==> src/hdl/ksel_pkg.sv <==
// shared types and constants for the k-th smallest selector
`timescale 1ns / 1ps
package ksel_pkg;

  localparam int MAX_RANK = 64;
  localparam int IDX_W    = $clog2(MAX_RANK);
  localparam int CNT_W    = $clog2(MAX_RANK + 1);
  localparam int DATA_W   = 32;

  typedef logic signed [DATA_W-1:0] data_t;

  typedef struct packed {
    data_t value;
    logic  last;
  } in_req_t;

  typedef struct packed {
    data_t kth_value;
    logic  too_few;
  } out_rsp_t;

  // per-cell control from the top level
  typedef struct packed {
    logic load;         // request accepted this cycle
    logic valid;        // cell holds a kept value
    logic append_here;  // cell is the next free slot and the store grows
  } cell_ctrl_t;

endpackage

==> src/hdl/ksel_cell.sv <==
// one cell of the sorted insertion chain
`timescale 1ns / 1ps
module ksel_cell (
  input  logic                clk_i,
  input  ksel_pkg::cell_ctrl_t ctrl_i,
  input  ksel_pkg::data_t     value_i,
  input  ksel_pkg::data_t     prev_value_i,
  input  logic                prev_gt_i,
  output ksel_pkg::data_t     value_o,
  output logic                gt_o
);

  ksel_pkg::data_t value_q;
  ksel_pkg::data_t value_d;

  // kept value strictly above the new one: it moves right
  assign gt_o    = ctrl_i.valid && (value_q > value_i);
  assign value_o = value_q;

  always_comb begin
    if (prev_gt_i) begin
      value_d = prev_value_i;
    end else if (gt_o || !ctrl_i.valid) begin
      value_d = value_i;
    end else begin
      value_d = value_q;
    end
  end

  always_ff @(posedge clk_i) begin
    if (ctrl_i.load && (ctrl_i.valid || ctrl_i.append_here)) begin
      value_q <= value_d;
    end
  end

endmodule

==> config.mk <==
export PLATFORM = sky130hd
export DESIGN_NAME = ksel_cell
export DESIGN_NICKNAME = d
export VERILOG_FILES = /design/src/hdl/ksel_pkg.sv /design/src/hdl/ksel_cell.sv
export SDC_FILE = /design/constraint.sdc
export NUM_CORES = 1
export LEC_CHECK = 0
export ABC_AREA = 0
export BUFFER_PORTS_ARGS = -buffer_cell sky130_fd_sc_hd__buf_2
export CORE_MARGIN = 2
export CORE_UTILIZATION = 35
export DETAILED_ROUTE_END_ITERATION = 10
export SYNTH_ARGS = -nofsm -noshare
export SYNTH_HDL_FRONTEND = slang
export SYNTH_SLANG_ARGS = --single-unit
==> constraint.sdc <==
create_clock -name clk_i -period 8.94 [get_ports clk_i]
set_input_delay 1.788 -clock clk_i [delete_from_list [all_inputs] [get_ports clk_i]]
set_output_delay 1.788 -clock clk_i [all_outputs]
set_load 0.005 [all_outputs]
Word level (Yosys, flattened, before mapping)
Index checks and enable logic that the tools add are counted.
{ "word_totals": {"ff_bits": 32, "latch_bits": 0, "ramBits": 0, "rom_bits": 0, "inputBits": 69, "output_inout_bits": 33, "memories": 0} }
{ "classes": {"addsub": 0, "mul": 0, "div": 0, "n_lt_le_gt_ge": 1, "n_eq_ne": 0, "shift": 0, "mux": 2, "bitwise": 0, "n_reduce_logical": 7} }
{ "op_table": {"columns": ["cell", "n"], "rows": [
  ["two-way mux 32 bit", 2],
  ["> comparator 32 bit", 1],
  ["logical AND 1 bit", 2],
  ["logical OR 1 bit", 2],
  ["AND reduction 2 bit", 1],
  ["nonzero test 2 bit", 1],
  ["zero test 1 bit", 1]
]} }

Depth between registers and ports, before layout
Gate-level depths: netlist of run 1.
{ "depth": {"ltp_word": 5, "mapped_depth": 8} }

Worst setup path before layout of run 1
Ideal clock, no wire load.
{ "synth_path": {"path_kind": "in2out", "startpoint": "input port value_i[14]", "endpoint": "output port gt_o", "arrival_ns": 3.234, "required_ns": 7.152, "setup_slack_ns": 3.918, "stages": 8, "n_path_buf": 0, "path_cell_list": "inv_1 > ha_1 > a21oi_1 > nand2_1 > a221o_1 > o31a_1 > o2111ai_2 > o41ai_2"} }
{ "synth_via": {"elab_chain_len": 2} }
{ "synth_rtl": {"columns": ["item", "line", "rtl"], "rows": [
  ["from (decl)", "ksel_cell.sv:6", "input ksel_pkg::data_t value_i,"],
  ["> comparator 32 bit", "ksel_cell.sv:17", "assign gt_o = ctrl_i.valid && (value_q > value_i);"],
  ["logical AND 1 bit", "ksel_cell.sv:17", null],
  ["to (decl)", "ksel_cell.sv:10", "output logic gt_o"]
]} }
No other way between the ends.

Final worst setup path of run 1
{ "layout_path": {"startpoint": "input port value_i[7]", "endpoint": "output port gt_o"} }
Same word-level chain as after synthesis.

==> results by group, run 1 <==
Critical path
  • CP Data Arrival Time: 3.59 ns
  • Worst-path maximum fanout: 3
  • Setup crit start kind: input pin
  • CP required: 7.15 ns
  • CP Class: in2out
  • FF-to-FF setup slack: 6.50 ns
  • Crit end category: output pin

Run
  • Max-cap violations: 0

Yosys
  • Netlist cell types: 30
  • Netlist area before placement: between 2000 and 2500 sq um
  • EDFF count, synth: 32
  • Async SR Flop Fraction: 0%
  • Syn Inst Count: 225
  • Avg Inst Size Synth: roughly 9.6 sq um
  • Syn nets: between 300 and 400
  • Seq/Total Area, Yosys: 44.5%
  • Main flop type after synthesis: edfxtp_1
  • FF+latch count, synth: 32
  • Yosys Warn Count: 0

Clock tree
  • Worst-Skew Late Latency: between 0.2 and 0.3 ns
  • Cells resized by post-CTS repair: 0
  • Root Driver: clkbuf_8
  • Max clock buf depth: 2
  • CTS tree: yes
  • CTS Buf Count: 5
  • Clock sink count: 32
  • Setup repair bufs after CTS: 0
  • # hold bufs at CTS: 0
  • CTS H-tree lvls: 2
  • Clock-pin slew on the worst setup and hold paths: ~0.060 ns

Timing
  • Setup violations, final: 0
  • Max Freq: 186 MHz
  • Hold Slack: between 1 and 1.5 ns
  • Final hold vios: 0
  • RSZ-0062 raised after global routing: false
  • Relative slew slack: 38.0%
  • Clock Skew: 0.00596 ns
  • Worst-Margin Slew: between 0.9 and 1 ns
  • Max-slew violations: 0
  • Final min period: about 5.4 ns
  • Final WS setup: 3.56 ns
  • Fin Setup TNS: 0 ns
  • Tcrit/Tclk final: 60.2%

Final layout
  • Layout cell share with drive strength beyond 1: 35.0%
  • Finished Layout Cells: around 400
  • Final nets: 429
  • Finished layout cell area: between 2000 and 3000 sq um
  • Area grow syn2layout: 30.4%
  • Largest register FFs: 32
  • # diodes: 0

Detailed routing
  • WL per Instance: between 10 and 15 um
  • Mean number of vias per cell: roughly 4.8
  • Initial DRC count: 67
  • Via count: between 1500 and 2000
  • DRC Markers: 0
  • Drt first pass iters: 4
  • Antenna Nets Post-Route: 0
  • Wirelength, routed: 5050 um

Place
  • Area post-placement: ~2700 sq um
  • Placed insts: 396
  • RD Place Congestion: 0.703
  • Port bufs: 101
  • Dpl ws: 3.54 ns
  • DP HPWL: between 4000 and 5000 um

Die
  • Die height: 82.6 um
  • Initial core utilization: between 30 and 40%
  • Io pins: 102
  • DIE WIDTH: between 80 and 90 um
  • Core Box Area: 5960 sq um
  • Die area: 6810 sq um
  • Row cnt: 28

Worst hold path
  • Min-delay worst type: reg2reg

GRT
  • Global-route wire length before repair: 7580 um
  • Vias in the first global route: around 1700
  • Grt ovf: 0
  • Largest net degree at the start of global routing: 65
  • Initial antenna violation count: 0
  • Gr usage total: 14.9%

Power
  • PwrDens: 147 nW/um^2
  • Worst vdd ir: 68.3 uV
  • Cell leakage power: 0.00140 uW

Outcome
  • Status: finished clean
cells in the final DEF (no fill, tap or decap), drive strengths merged, types with 3 or more instances in the layout:
cell / n
buf: 103
nand3: 3
nand2: 39
ha: 32
o21ai: 34
edfxtp: 32
a21oi: 13
nor2: 3
o211ai: 3
clkbuf: 5
nand4: 8
inv: 33
kinds of logic after synthesis:
family                     Yosys count  share of synthesized area (%)
AOI/OAI and AO/OA                   60                           16.6
adders and majority gates           32                           18.5
muxes                                1                          0.521
buffers and inverters               40                           6.95
DFF                                 32                           44.5
and+or+nand+nor                     60                           12.9
Yosys cell counts, drive strengths merged (2+ instances only):
library cell / n / area, sq um
clkbuf: 7 / 26.3
nand4: 8 / 56.3
nor4: 2 / 18.8
nand2b: 2 / 12.5
inv: 33 / 124
o211ai: 3 / 22.5
edfxtp: 32 / 961
nand2: 39 / 146
a21oi: 13 / 65.1
a22oi: 2 / 20.0
ha: 32 / 400
nor2: 3 / 11.3
nand3: 3 / 15.0
o21ai: 34 / 170
path summary, 6_finish.rpt:
kind | from | endpoint | depth (start not counted)
setup / recovery | value_i[7] | gt_o | 10
setup reg to reg | value_o[31]$_DFFE_PP_ | value_o[7]$_DFFE_PP_ | 8
hold / removal | value_o[31]$_DFFE_PP_ | value_o[26]$_DFFE_PP_ | 4
hold reg to reg | value_o[31]$_DFFE_PP_ | value_o[26]$_DFFE_PP_ | 4
critical path: stages:
cell       delay [ns]
buf_2            0.07
inv_1            0.04
ha_1             0.32
a21oi_1          0.14
o21ai_0          0.13
a221o_1          0.30
o31a_1           0.35
o2111ai_2        0.20
o41ai_2          0.10
buf_2            0.14
through the flow:
step / util [%] / total power (uW)
detailed placement: 46.1 / 323
CTS: 47.3 / 421
finish: 47.3 / 414
global placement: 46.1 / 321
global route: 47.3 / 443
floorplan: - / 269
area by class of cell:
class	count	area, sq um
Sequential cell	32	961
Clock buffer	5	68.8
Fill cell	593	3140
Inverter	33	124
Timing Repair Buffer	103	520
Tap cell	75	93.8
Multi-Input combinational cell	153	1050
power by group:
group | internal (uW) | switching, uW | total [uW] | leakage [uW]
clock network | 50.0 | 46.4 | 96.4 | 0.0000359
logic | 53.2 | 63.5 | 117 | 0.00105
registers | 191 | 9.73 | 201 | 0.000312
per-layer routing:
layer  vias up  part of all wire (%)  global-route usage, %
li1       1007                     -                      -
met1       847                    43                   17.3
met2        71                    48                   26.5
met3         4                   8.6                   4.78
met4         0                  0.71                   3.93
met5         -                     0                      0
Note: power is estimated with default switching activity, not from simulation.
==> run 2: changes to the inputs <==
--- a/config.mk
+++ b/config.mk
@@ -10,6 +10,7 @@
 export CORE_MARGIN = 2
 export CORE_UTILIZATION = 35
 export DETAILED_ROUTE_END_ITERATION = 10
+export PLACE_DENSITY = 0.66
 export SYNTH_ARGS = -nofsm -noshare
 export SYNTH_HDL_FRONTEND = slang
 export SYNTH_SLANG_ARGS = --single-unit
==> constraint.sdc (replaced) <==
create_clock -name clk_i -period 4.35 [get_ports clk_i]
set_input_delay 0.87 -clock clk_i [delete_from_list [all_inputs] [get_ports clk_i]]
set_output_delay 0.87 -clock clk_i [all_outputs]
set_load 0.005 [all_outputs]
==> results by group, run 2 (synthesized netlist as in run 1, its figures left out) <==
Outcome
  • Status: finished clean (unchanged)

GRT
  • Initial antenna violation count: 0 (unchanged)
  • Global-route wire length before repair: 7510 um (was 7580 um)
  • Gr usage total: 14.8% (was 14.9%)
  • Largest net degree at the start of global routing: 36 (was 65)
  • Vias in the first global route: 1762 (was 1745)
  • Grt ovf: 0 (unchanged)

Clock tree
  • CTS H-tree lvls: 2 (unchanged)
  • Root Driver: clkbuf_8 (unchanged)
  • Clock-pin slew on the worst setup and hold paths: 0.07 ns (was 0.06 ns)
  • Max clock buf depth: 2 (unchanged)
  • # hold bufs at CTS: 0 (unchanged)
  • Cells resized by post-CTS repair: 0 (unchanged)
  • CTS tree: yes (unchanged)
  • Setup repair bufs after CTS: 0 (unchanged)
  • Worst-Skew Late Latency: 0.28 ns (about the same)
  • Clock sink count: 32 (unchanged)
  • CTS Buf Count: 5 (unchanged)

Final layout
  • Most frequent cells in the layout: buf_2 (101), nand2_1 (39), inv_1 (33) (unchanged)
  • Largest register FFs: 32 (unchanged)
  • Fillers: 578 (was 593)
  • # diodes: 0 (unchanged)
  • Area grow syn2layout: 32.6% (was 30.4%)
  • Commonest non-fill, non-tap cell in the layout: buf_2 (unchanged)
  • Final nets: 430 (was 429)
  • Layout cell share with drive strength beyond 1: 35.5% (was 35.0%)

Detailed routing
  • Initial DRC count: 61 (was 67)
  • Antenna Nets Post-Route: 0 (unchanged)
  • Drt first pass iters: 4 (unchanged)
  • Mean number of vias per cell: 4.75 (was 4.81)
  • Via count: 1925 (was 1929)
  • WL per Instance: 12.4 um (was 12.6 um)
  • Wirelength, routed: 5020 um (was 5050 um)
  • DRC Markers: 0 (unchanged)

Timing
  • Tcrit/Tclk final: 80.6%
  • Max-slew violations: 0 (unchanged)
  • Max Freq: 285 MHz
  • Clock Skew: 0.00572 ns (was 0.00596 ns)
  • Final WS setup: 0.844 ns (was 3.56 ns)
  • Fin Setup TNS: 0 ns (unchanged)
  • Final hold vios: 0 (unchanged)
  • Relative slew slack: 71.0% (was 38.0%)
  • Setup violations, final: 0 (unchanged)
  • Final min period: 3.51 ns
  • Worst-Margin Slew: 0.434 ns (was 0.930 ns)
  • RSZ-0062 raised after global routing: false (unchanged)
  • Hold Slack: 0.866 ns (was 1.25 ns)

Critical path
  • CP Data Arrival Time: 2.64 ns (was 3.59 ns)
  • Setup crit start kind: input pin (unchanged)
  • CP Class: in2out (unchanged)
  • Crit. Startpoint: value_i[7] (unchanged)
  • Crit end category: output pin (unchanged)
  • Worst-path maximum fanout: 3 (unchanged)
  • CP required: 3.48 ns (was 7.15 ns)
  • FF-to-FF Start: value_o[31]$_DFFE_PP_ (unchanged)

Power
  • PwrDens: 326 nW/um^2 (was 147 nW/um^2)
  • Cell leakage power: 0.00142 uW (was 0.00140 uW)
  • Worst vdd ir: 137 uV (was 68.3 uV)

Die
  • Core Box Area: 5960 sq um (unchanged)
  • Row cnt: 28 (unchanged)
  • Die area: 6810 sq um (unchanged)
  • Die height: 82.6 um (unchanged)
  • Io pins: 102 (unchanged)
  • Initial core utilization: 36.3% (unchanged)
  • DIE WIDTH: 82.6 um (unchanged)

Run
  • Max-cap violations: 0 (unchanged)

Worst hold path
  • Startpoint of the worst hold path: prev_value_i[20] (was value_o[31]$_DFFE_PP_)
  • Min-delay worst type: in2reg (was reg2reg)

Place
  • DP HPWL: 4110 um (was 4070 um)
  • RD Place Congestion: 0.709 (was 0.703)
  • Port bufs: 101 (unchanged)
  • Dpl ws: 0.819 ns (was 3.54 ns)
==> run 2: cell count changes in the layout (fill, tap and decap cells not counted) <==
cell,delta
bufinv_16,+1
clkinv_2,+1
clkbuf_1,+1
buf_4,+1
==> run 2: worst paths after layout <==
path | end | slack (ns) | cells after the start
hold reg to reg | value_o[31]$_DFFE_PP_ | 1.25 | 4
setup / recovery | gt_o | 0.84 | 10
hold / removal | value_o[20]$_DFFE_PP_ | 0.87 | 3
setup reg to reg | value_o[16]$_DFFE_PP_ | 1.91 | 8
==> run 2: metal layers <==
layer	up-vias	global-route usage (%)	share of wire, %
met5	-	0	0
met4	0	5.41	1.2
met3	6	5.43	8.7
met2	80	24.8	46
met1	827	17.3	44
li1	1012	-	-
==> run 2: cell type report <==
cell class                      instances  area, sq um  share of cell area (%)
Tap cell                               75         93.8                    3.28
Timing Repair Buffer                  104          528                    18.4
Multi-Input combinational cell        153         1050                    36.6
Clock inverter                          2         35.0                    1.22
Sequential cell                        32          961                    33.6
Clock buffer                            6         72.6                    2.53
Inverter                               33          124                    4.33
==> run 2: worst max-delay path, cell delays in order <==
cell,delay [ns]
buf_2,0.07
inv_1,0.04
ha_1,0.31
a21oi_1,0.15
o21ai_0,0.12
a221o_1,0.30
o31a_1,0.35
o2111ai_2,0.19
o41ai_2,0.09
buf_2,0.14
==> run 2: metrics by stage <==
step	power, uW	cells	cell area (sq um)	util (%)
2_1_floorplan	553	225	2160	-
3_3_place_gp	656	397	2760	46.3
3_5_place_dp	663	397	2760	46.3
4_1_cts	948	405	2860	48.1
5_1_grt	998	405	2860	48.1
6_report	932	405	2860	48.1
==> run 2: report_power, final <==
| part | total, uW | leakage (uW) | internal, uW | switching (uW) |
|---|---|---|---|---|
| Sequential | 412 | 0.000312 | 392 | 20.0 |
| Combinational | 239 | 0.00105 | 109 | 129 |
| Clock | 281 | 0.0000552 | 170 | 111 |
| Total | 932 | 0.00142 | 671 | 261 |
==> run 3: changes to the inputs <==
--- a/config.mk
+++ b/config.mk
@@ -10,7 +10,6 @@
 export CORE_MARGIN = 2
 export CORE_UTILIZATION = 35
 export DETAILED_ROUTE_END_ITERATION = 10
-export PLACE_DENSITY = 0.66
 export SYNTH_ARGS = -nofsm -noshare
 export SYNTH_HDL_FRONTEND = slang
 export SYNTH_SLANG_ARGS = --single-unit
==> constraint.sdc (replaced) <==
create_clock -name clk_i -period 3.3 [get_ports clk_i]
set_input_delay 0.66 -clock clk_i [delete_from_list [all_inputs] [get_ports clk_i]]
set_output_delay 0.66 -clock clk_i [all_outputs]
set_load 0.005 [all_outputs]
==> results by group, run 3 (synthesized netlist as in run 1, its figures left out) <==
Power
  • Worst vdd ir: 181 uV (was 137 uV)
  • Reg power frac: 46.2% (was 44.2%)
  • Cell leakage power: 0.00139 uW (was 0.00142 uW)
  • Sw frac: 30.4% (was 28.0%)
  • PwrDens: 395 nW/um^2 (was 326 nW/um^2)
  • Cell Int Power: 832 uW (was 671 uW)
  • Clock Power Share: 24.4% (was 30.2%)
  • Power share of the combinational group: 29.3% (was 25.6%)
  • Sw Pwr: 364 uW (was 261 uW)

Clock tree
  • Worst-Skew Late Latency: 0.29 ns (was 0.28 ns)
  • CTS tree: yes (unchanged)
  • Clock-pin slew on the worst setup and hold paths: 0.07 ns (about the same)
  • Clock sink count: 32 (unchanged)
  • Setup repair bufs after CTS: 0 (unchanged)
  • CTS Buf Count: 5 (unchanged)
  • Cells resized by post-CTS repair: 0 (unchanged)
  • # hold bufs at CTS: 0 (unchanged)
  • Max clock buf depth: 2 (unchanged)
  • Root Driver: clkbuf_8 (unchanged)
  • CTS H-tree lvls: 2 (unchanged)

Die
  • Die area: 6810 sq um (unchanged)
  • Io pins: 102 (unchanged)
  • Row cnt: 28 (unchanged)
  • DIE WIDTH: 82.6 um (unchanged)
  • Initial core utilization: 36.3% (unchanged)
  • Die height: 82.6 um (unchanged)
  • Core Box Area: 5960 sq um (unchanged)

Timing
  • Setup violations, final: 0 (unchanged)
  • Max Freq: 322 MHz
  • Worst-Margin Slew: 0.441 ns (was 0.434 ns)
  • Final hold vios: 0 (unchanged)
  • Clock Skew: 0.00482 ns (was 0.00572 ns)
  • Fin Setup TNS: 0 ns (unchanged)
  • Tcrit/Tclk final: between 90% and 100%
  • RSZ-0062 raised after global routing: false (unchanged)
  • Max-slew violations: 0 (unchanged)
  • Relative slew slack: 70.5% (was 71.0%)
  • Final min period: just over 3 ns

Outcome
  • Status: finished clean (unchanged)

Run
  • Max-cap violations: 0 (unchanged)

Final layout
  • Final nets: 430 (unchanged)
  • Largest register FFs: 32 (unchanged)
  • Reg area: 961 sq um (unchanged)
  • Area grow syn2layout: 40.2% (was 32.6%)
  • # diodes: 0 (unchanged)
  • Layout cell share with drive strength beyond 1: 43.0% (was 35.5%)
  • Finished Layout Cells: 405 (unchanged)
  • Fillers: 591 (was 578)
  • Area occupied by multi-input gates: 1210 sq um (was 1050 sq um)
  • Most frequent cells in the layout: buf_2 (101), nand2_1 (39), o21ai_0 (32), edfxtp_1 (32) (was buf_2 (101), nand2_1 (39), inv_1 (33))
  • Post-layout util: 50.8% (was 48.1%)
  • Commonest non-fill, non-tap cell in the layout: buf_2 (unchanged)

GRT
  • Grt ovf: 0 (unchanged)
  • Gr usage total: 15.3% (was 14.8%)
  • Largest net degree at the start of global routing: 39 (was 36)
  • Global-route wire length before repair: 7640 um (was 7510 um)
  • Initial antenna violation count: 0 (unchanged)
  • Vias in the first global route: 1710 (was 1762)

Detailed routing
  • Initial DRC count: 41 (was 61)
  • DRC Markers: 0 (unchanged)
  • Via count: 1925 (unchanged)
  • WL per Instance: 12.6 um (was 12.4 um)
  • Drt first pass iters: 4 (unchanged)
  • Antenna Nets Post-Route: 0 (unchanged)
  • Wirelength, routed: 5100 um (was 5020 um)
  • Mean number of vias per cell: 4.75 (unchanged)

Place
  • Port bufs: 101 (unchanged)
  • RD Place Congestion: 0.680 (was 0.709)
  • Placed insts: 397 (unchanged)
  • DP HPWL: 4080 um (was 4110 um)

Critical path
  • Crit end category: output pin (unchanged)
  • Worst-path maximum fanout: 4 (was 3)
  • R2R depth: 8 (unchanged)
  • CP Data Arrival Time: 2.44 ns (was 2.64 ns)
  • Setup crit start kind: input pin (unchanged)
  • CP Class: in2out (unchanged)
  • CP required: 2.64 ns (was 3.48 ns)

Worst hold path
  • Worst hold path cell count: 3 (unchanged)
  • Min-delay worst type: in2reg (unchanged)
-- run 3: cell types whose count changed in the layout (fill, tap and decap cells not counted), moves of 3 or more --
cell   before  now
inv_4       0    3
inv_1      33   20
ha_1       32   20
ha_4        0   12
inv_2       0    8
-- run 3: final timing paths --
path	slack, ns	from	end
min	0.65	prev_value_i[12]	value_o[12]$_DFFE_PP_
max	0.20	value_i[14]	gt_o
min reg2reg	1.21	value_o[31]$_DFFE_PP_	value_o[4]$_DFFE_PP_
max reg2reg	0.87	value_o[26]$_DFFE_PP_	value_o[17]$_DFFE_PP_
-- run 3: layer usage --
metal	global-route usage (%)	vias up	part of all wire (%)
met5	0	-	0
met1	20.3	850	47
met3	3.59	7	6.0
met2	24.5	56	45
li1	-	1012	-
met4	4.92	0	1.4
-- run 3: power by group through the flow --
| stage | Clock, uW | Sequential [uW] | Combinational [uW] |
|---|---|---|---|
| finish | 292 | 553 | 351 |
| global route | 326 | 560 | 401 |
| CTS | 305 | 554 | 357 |
| detailed placement | 0 | 563 | 355 |
| global placement | 0 | 562 | 352 |
| floorplan | 0 | 568 | 198 |
-- run 3: area by class of cell --
class	instances	share of cell area, %
Timing Repair Buffer	104	17.4
Clock buffer	7	2.52
Multi-Input combinational cell	153	40.1
Clock inverter	1	0.124
Sequential cell	32	31.7
Tap cell	75	3.10
Inverter	33	4.92
-- run 3: through the flow --
stage                     setup WS [ns]  hold WS (ns)  cell area (sq um)  power [uW]
after floorplan                  -0.186         0.847               2350         766
after global placement            0.248         0.937               2950         914
after detailed placement          0.190         0.942               2950         918
after CTS                         0.195         0.642               3030        1220
after global routing             0.0971         0.651               3030        1290
final                             0.198         0.648               3030        1200
-- run 3: critical path, stage by stage --
cell and delay (ns):
buf_2 0.07, inv_1 0.05, ha_1 0.32, nand4_1 0.17
nor2_1 0.08, a221o_1 0.32, o31a_1 0.35, o2111ai_2 0.19
o41ai_2 0.09, buf_2 0.14
